**config.mk**
```make
export PLATFORM = sky130hd
export DESIGN_NAME = vrp_ram
export DESIGN_NICKNAME = d
export VERILOG_FILES = /design/src/hw/rtl/vrp_ram.sv
export SDC_FILE = /design/constraint.sdc
export NUM_CORES = 2
export LEC_CHECK = 0
export BUFFER_PORTS_ARGS = -buffer_cell sky130_fd_sc_hd__buf_4
export CORE_ASPECT_RATIO = 1.1
export CORE_MARGIN = 1
export CORE_UTILIZATION = 63
export CTS_CLUSTER_DIAMETER = 60
export DETAILED_ROUTE_END_ITERATION = 6
export PLACE_DENSITY = 0.79
export SETUP_SLACK_MARGIN = 0.15
export SLEW_MARGIN = 10
export SYNTH_ARGS = -nofsm -noshare
export SYNTH_HDL_FRONTEND = slang
export SYNTH_SLANG_ARGS = --single-unit
```
**constraint.sdc**
```tcl
create_clock -name clk -period 2.47 [get_ports clk]
set_input_delay 0.3705 -clock clk [delete_from_list [all_inputs] [get_ports clk]]
set_output_delay 0.3705 -clock clk [all_outputs]
set_load 0.03 [all_outputs]
```
**src/hw/rtl/vrp_ram.sv**
```systemverilog
// ----------------------------------------------------------------------------
// vrp_ram
// generic simple dual-port ram, one write port, one registered read port
// ----------------------------------------------------------------------------
module vrp_ram #(
    parameter int WIDTH = 8,
    parameter int DEPTH = 256,
    parameter int AW    = $clog2(DEPTH)
) (
    input  logic             clk,
    input  logic             we,
    input  logic [AW-1:0]    waddr,
    input  logic [WIDTH-1:0] wdata,
    input  logic [AW-1:0]    raddr,
    output logic [WIDTH-1:0] rdata
);

    logic [WIDTH-1:0] mem [DEPTH];

    always_ff @(posedge clk)
    begin
        if (we)
        begin
            mem[waddr] <= wdata;
        end
        rdata <= mem[raddr];
    end

endmodule

```
==> metrics.cfg <==
[timing]
finalCritPeriodShare_pct=97.78
slew-limit-headroom_pct=38.73
grt_setup_unrepaired=true
worst_pin_slew_ps=916.8
final_hold_viol_count=0
skew_ps=31.80
finalMaxSlewViolations=0
finalSetupViolCount=0
fmax_ghz=0.4140
period_needed_ps=2415

[worst_hold_path]
hp-start=wdata[7]
worstHoldPathType=input port to flop

[routing]
drtAntennaViolNets=0
wl_per_cell_um=33.86
drt_iter0_drc=6830
drcViolationCount=0
drt_first_pass_iters=6
viasPerCell=6.961
detailroute.via_count=43523
wl_mm=211.7

[setup_path]
ff2ff_setup_slack_ps=50
crit_fanout=1
cp.depth=7
r2r-end=rdata[1]
crit_top_cell=mux4_2
critPathKind=flop to flop
critical_path_required_ps=3180
cp_slowest_cell=mux4_2
endpoint=rdata[1]
slowest_delay_ps=540
cp.arrival_ps=3120
reg2regPathDepth=7
crit_buf_inv=1
cp_cell_sequence=mux4_2, mux4_2, nor2_4, a2111oi_4, nor3_2, buf_4, nor4_4
crit_family=multiplexers
critPathLaunch=mem[138][1]
cp-end-kind=flop
r2r_start=mem[138][1]
worst_setup_path_start_kind=flop

[final_layout]
seq_area_sq_um=61660
drive_gt1_share_pct=32.86
fin_cells=6252
final_nets=4460
multi_input_area_sq_um=16860
fin_util_pct=74.49
area_growth_pct=17.10
fill_cells=6316

[clock_tree]
post_cts_buffers=0
clk_pin_slew_worst_paths_ps=70
cts_buffers=189
cts_max_path_buffers=3
htree_levels=4
cts_tree=done
clk_latency_ps=820
root_buffer=clkbuf_16
clock_sinks=2056

[logic_synthesis]
synth_xor_area_share_pct=0
synthCells=3733
ys_seq_area_share_pct=77.50
synth_fp_nets=3759
synthesis.area_sq_um=79560
synth_top_family_by_area=multiplexers
synth-simple-area-share_pct=2.628
synth_top_area_share_pct=77.30
synth_common_cells=2048 x edfxtp_1, 454 x mux4_2, 282 x nor2_1
synth_top_area_cell=edfxtp_1
ys_ff_latch=2056
synthAdderAreaFrac_pct=0
ys.flop_type=edfxtp_1
synthMuxAreaShare_pct=14.62
ys_top_cells_by_area=edfxtp_1 77%, mux4_2 13%, mux2i_1 1.7%
yosysMostFrequentCell=edfxtp_1
synth-edff-count=2048
yosysUniqueCellTypes=55
avgSynthCellArea_sq_um=21.31
synth_compound_area_share_pct=3.419
async_reset_ff_share_pct=0
ys.warnings.count=0

[floorplan]
coreArea_sq_um=125100
initial_core_util_pct=63.61
die_h_um=374.7
rows=136
chipWidth_um=340.8
boundaryPins=34
fp.dieArea_sq_um=127700

[run_status]
status=finished clean

[global_routing]
grt_pass1_wl_mm=302.0
grt.met3_usage_pct=7.010
antenna_found_initial=8
grtUsageMet2_pct=54.96
grt.met1_usage_pct=42.91
grt-ovfl-total=0
first_global_vias=44055
grtUsageTotal_pct=33.43
grt_max_degree=89
gr-max-usage-layer=met2

[job]
drv_cap=0

[power]
leakagePower_uw=0.03037
peakVddDrop_v=0.0007445
power_density_nw_per_um2=761.5

[placement]
post-place-cells=5899
portBuffers=33
hpwl_mm=127.4
gp_congestion=0.9115

==> cell type report <==
class / instances / area share, %
flip-flops and latches: 2056 / 66.18
clock inverters: 90 / 0.7709
diodes: 4 / 0.01074
well taps: 1656 / 2.224
repair buffers: 743 / 7.162
inverters: 2 / 0.008058
clock buffers: 259 / 5.537
multi-input cells: 1442 / 18.10
==> where the power goes <==
| part | switching, uW | internal [uW] | leakage [uW] |
|---|---|---|---|
| combinational | 2560 | 1710 | 0.00903 |
| clock | 12500 | 15600 | 0.00287 |
| sequential | 93.5 | 38400 | 0.0185 |
==> metal layers <==
layer / part of all wire [%] / vias up
li1: - / 17084
met5: 0.029 / -
met4: 5.6 / 8
met3: 12 / 691
met2: 50 / 3538
met1: 33 / 22202
==> cell families (layout without fill, tap and decap cells) <==
family          after synthesis  in the layout
simple gates                466            466
buf+inv                     235           1094
mux                         591            591
other cells                   0              4
compound gates              385            385
flops                      2056           2056
==> state kept, by name (all words and copies together) (netlist names) <==
signal	count
mem	2048
rdata	8
==> cells in the final DEF (no fill, tap or decap), types with 10 or more instances in the layout <==
cell	instances
nand2_1	33
edfxtp_1	2048
nor3_1	15
nand4_1	10
clkbuf_1	59
bufinv_16	10
clkbuf_16	194
o211ai_1	10
o221ai_1	44
nor2b_1	25
buf_12	82
nor2_1	276
clkinv_1	39
clkinv_2	30
nor4_4	10
mux2i_1	134
o22ai_1	28
buf_4	650
a21oi_1	96
mux4_2	454
clkbuf_8	14
a211oi_1	15
nand3_1	34
a22oi_1	133
==> what timing repair did <==
| item | 4_1_cts | 5_1_grt |
|---|---|---|
| setup endpoints to repair | 8 | 8 |
| pin swaps | 9 | 15 |
| hold buffers | 0 | 0 |
| resized for setup | 31 | 31 |
==> metrics by stage <==
stage / total power, uW / instance area (sq um) / setup WS [ps] / TNS, ps / hold slack [ps]
after floorplan: 41150 / 79560 / 161.6 / 0 / 469.4
after global placement: 43150 / 86880 / -1201 / -7270 / 883.5
after detailed placement: 43270 / 86890 / -1073 / -6966 / 890.6
after CTS: 70890 / 92960 / 72.98 / 0 / 26.50
after global routing: 72270 / 93150 / 12.47 / 0 / 65.13
final: 70940 / 93160 / 54.82 / 0 / 68.58
==> how the worst min path moves through the flow <==
stage,to,cells after the start
2_1_floorplan,mem[0][0],0
3_3_place_gp,mem[164][7],1
5_1_grt,mem[166][7],1
3_5_place_dp,mem[164][7],1
6_report,mem[165][7],1
4_1_cts,mem[132][7],1
No activity file was read; power rests on OpenSTA's default activity.
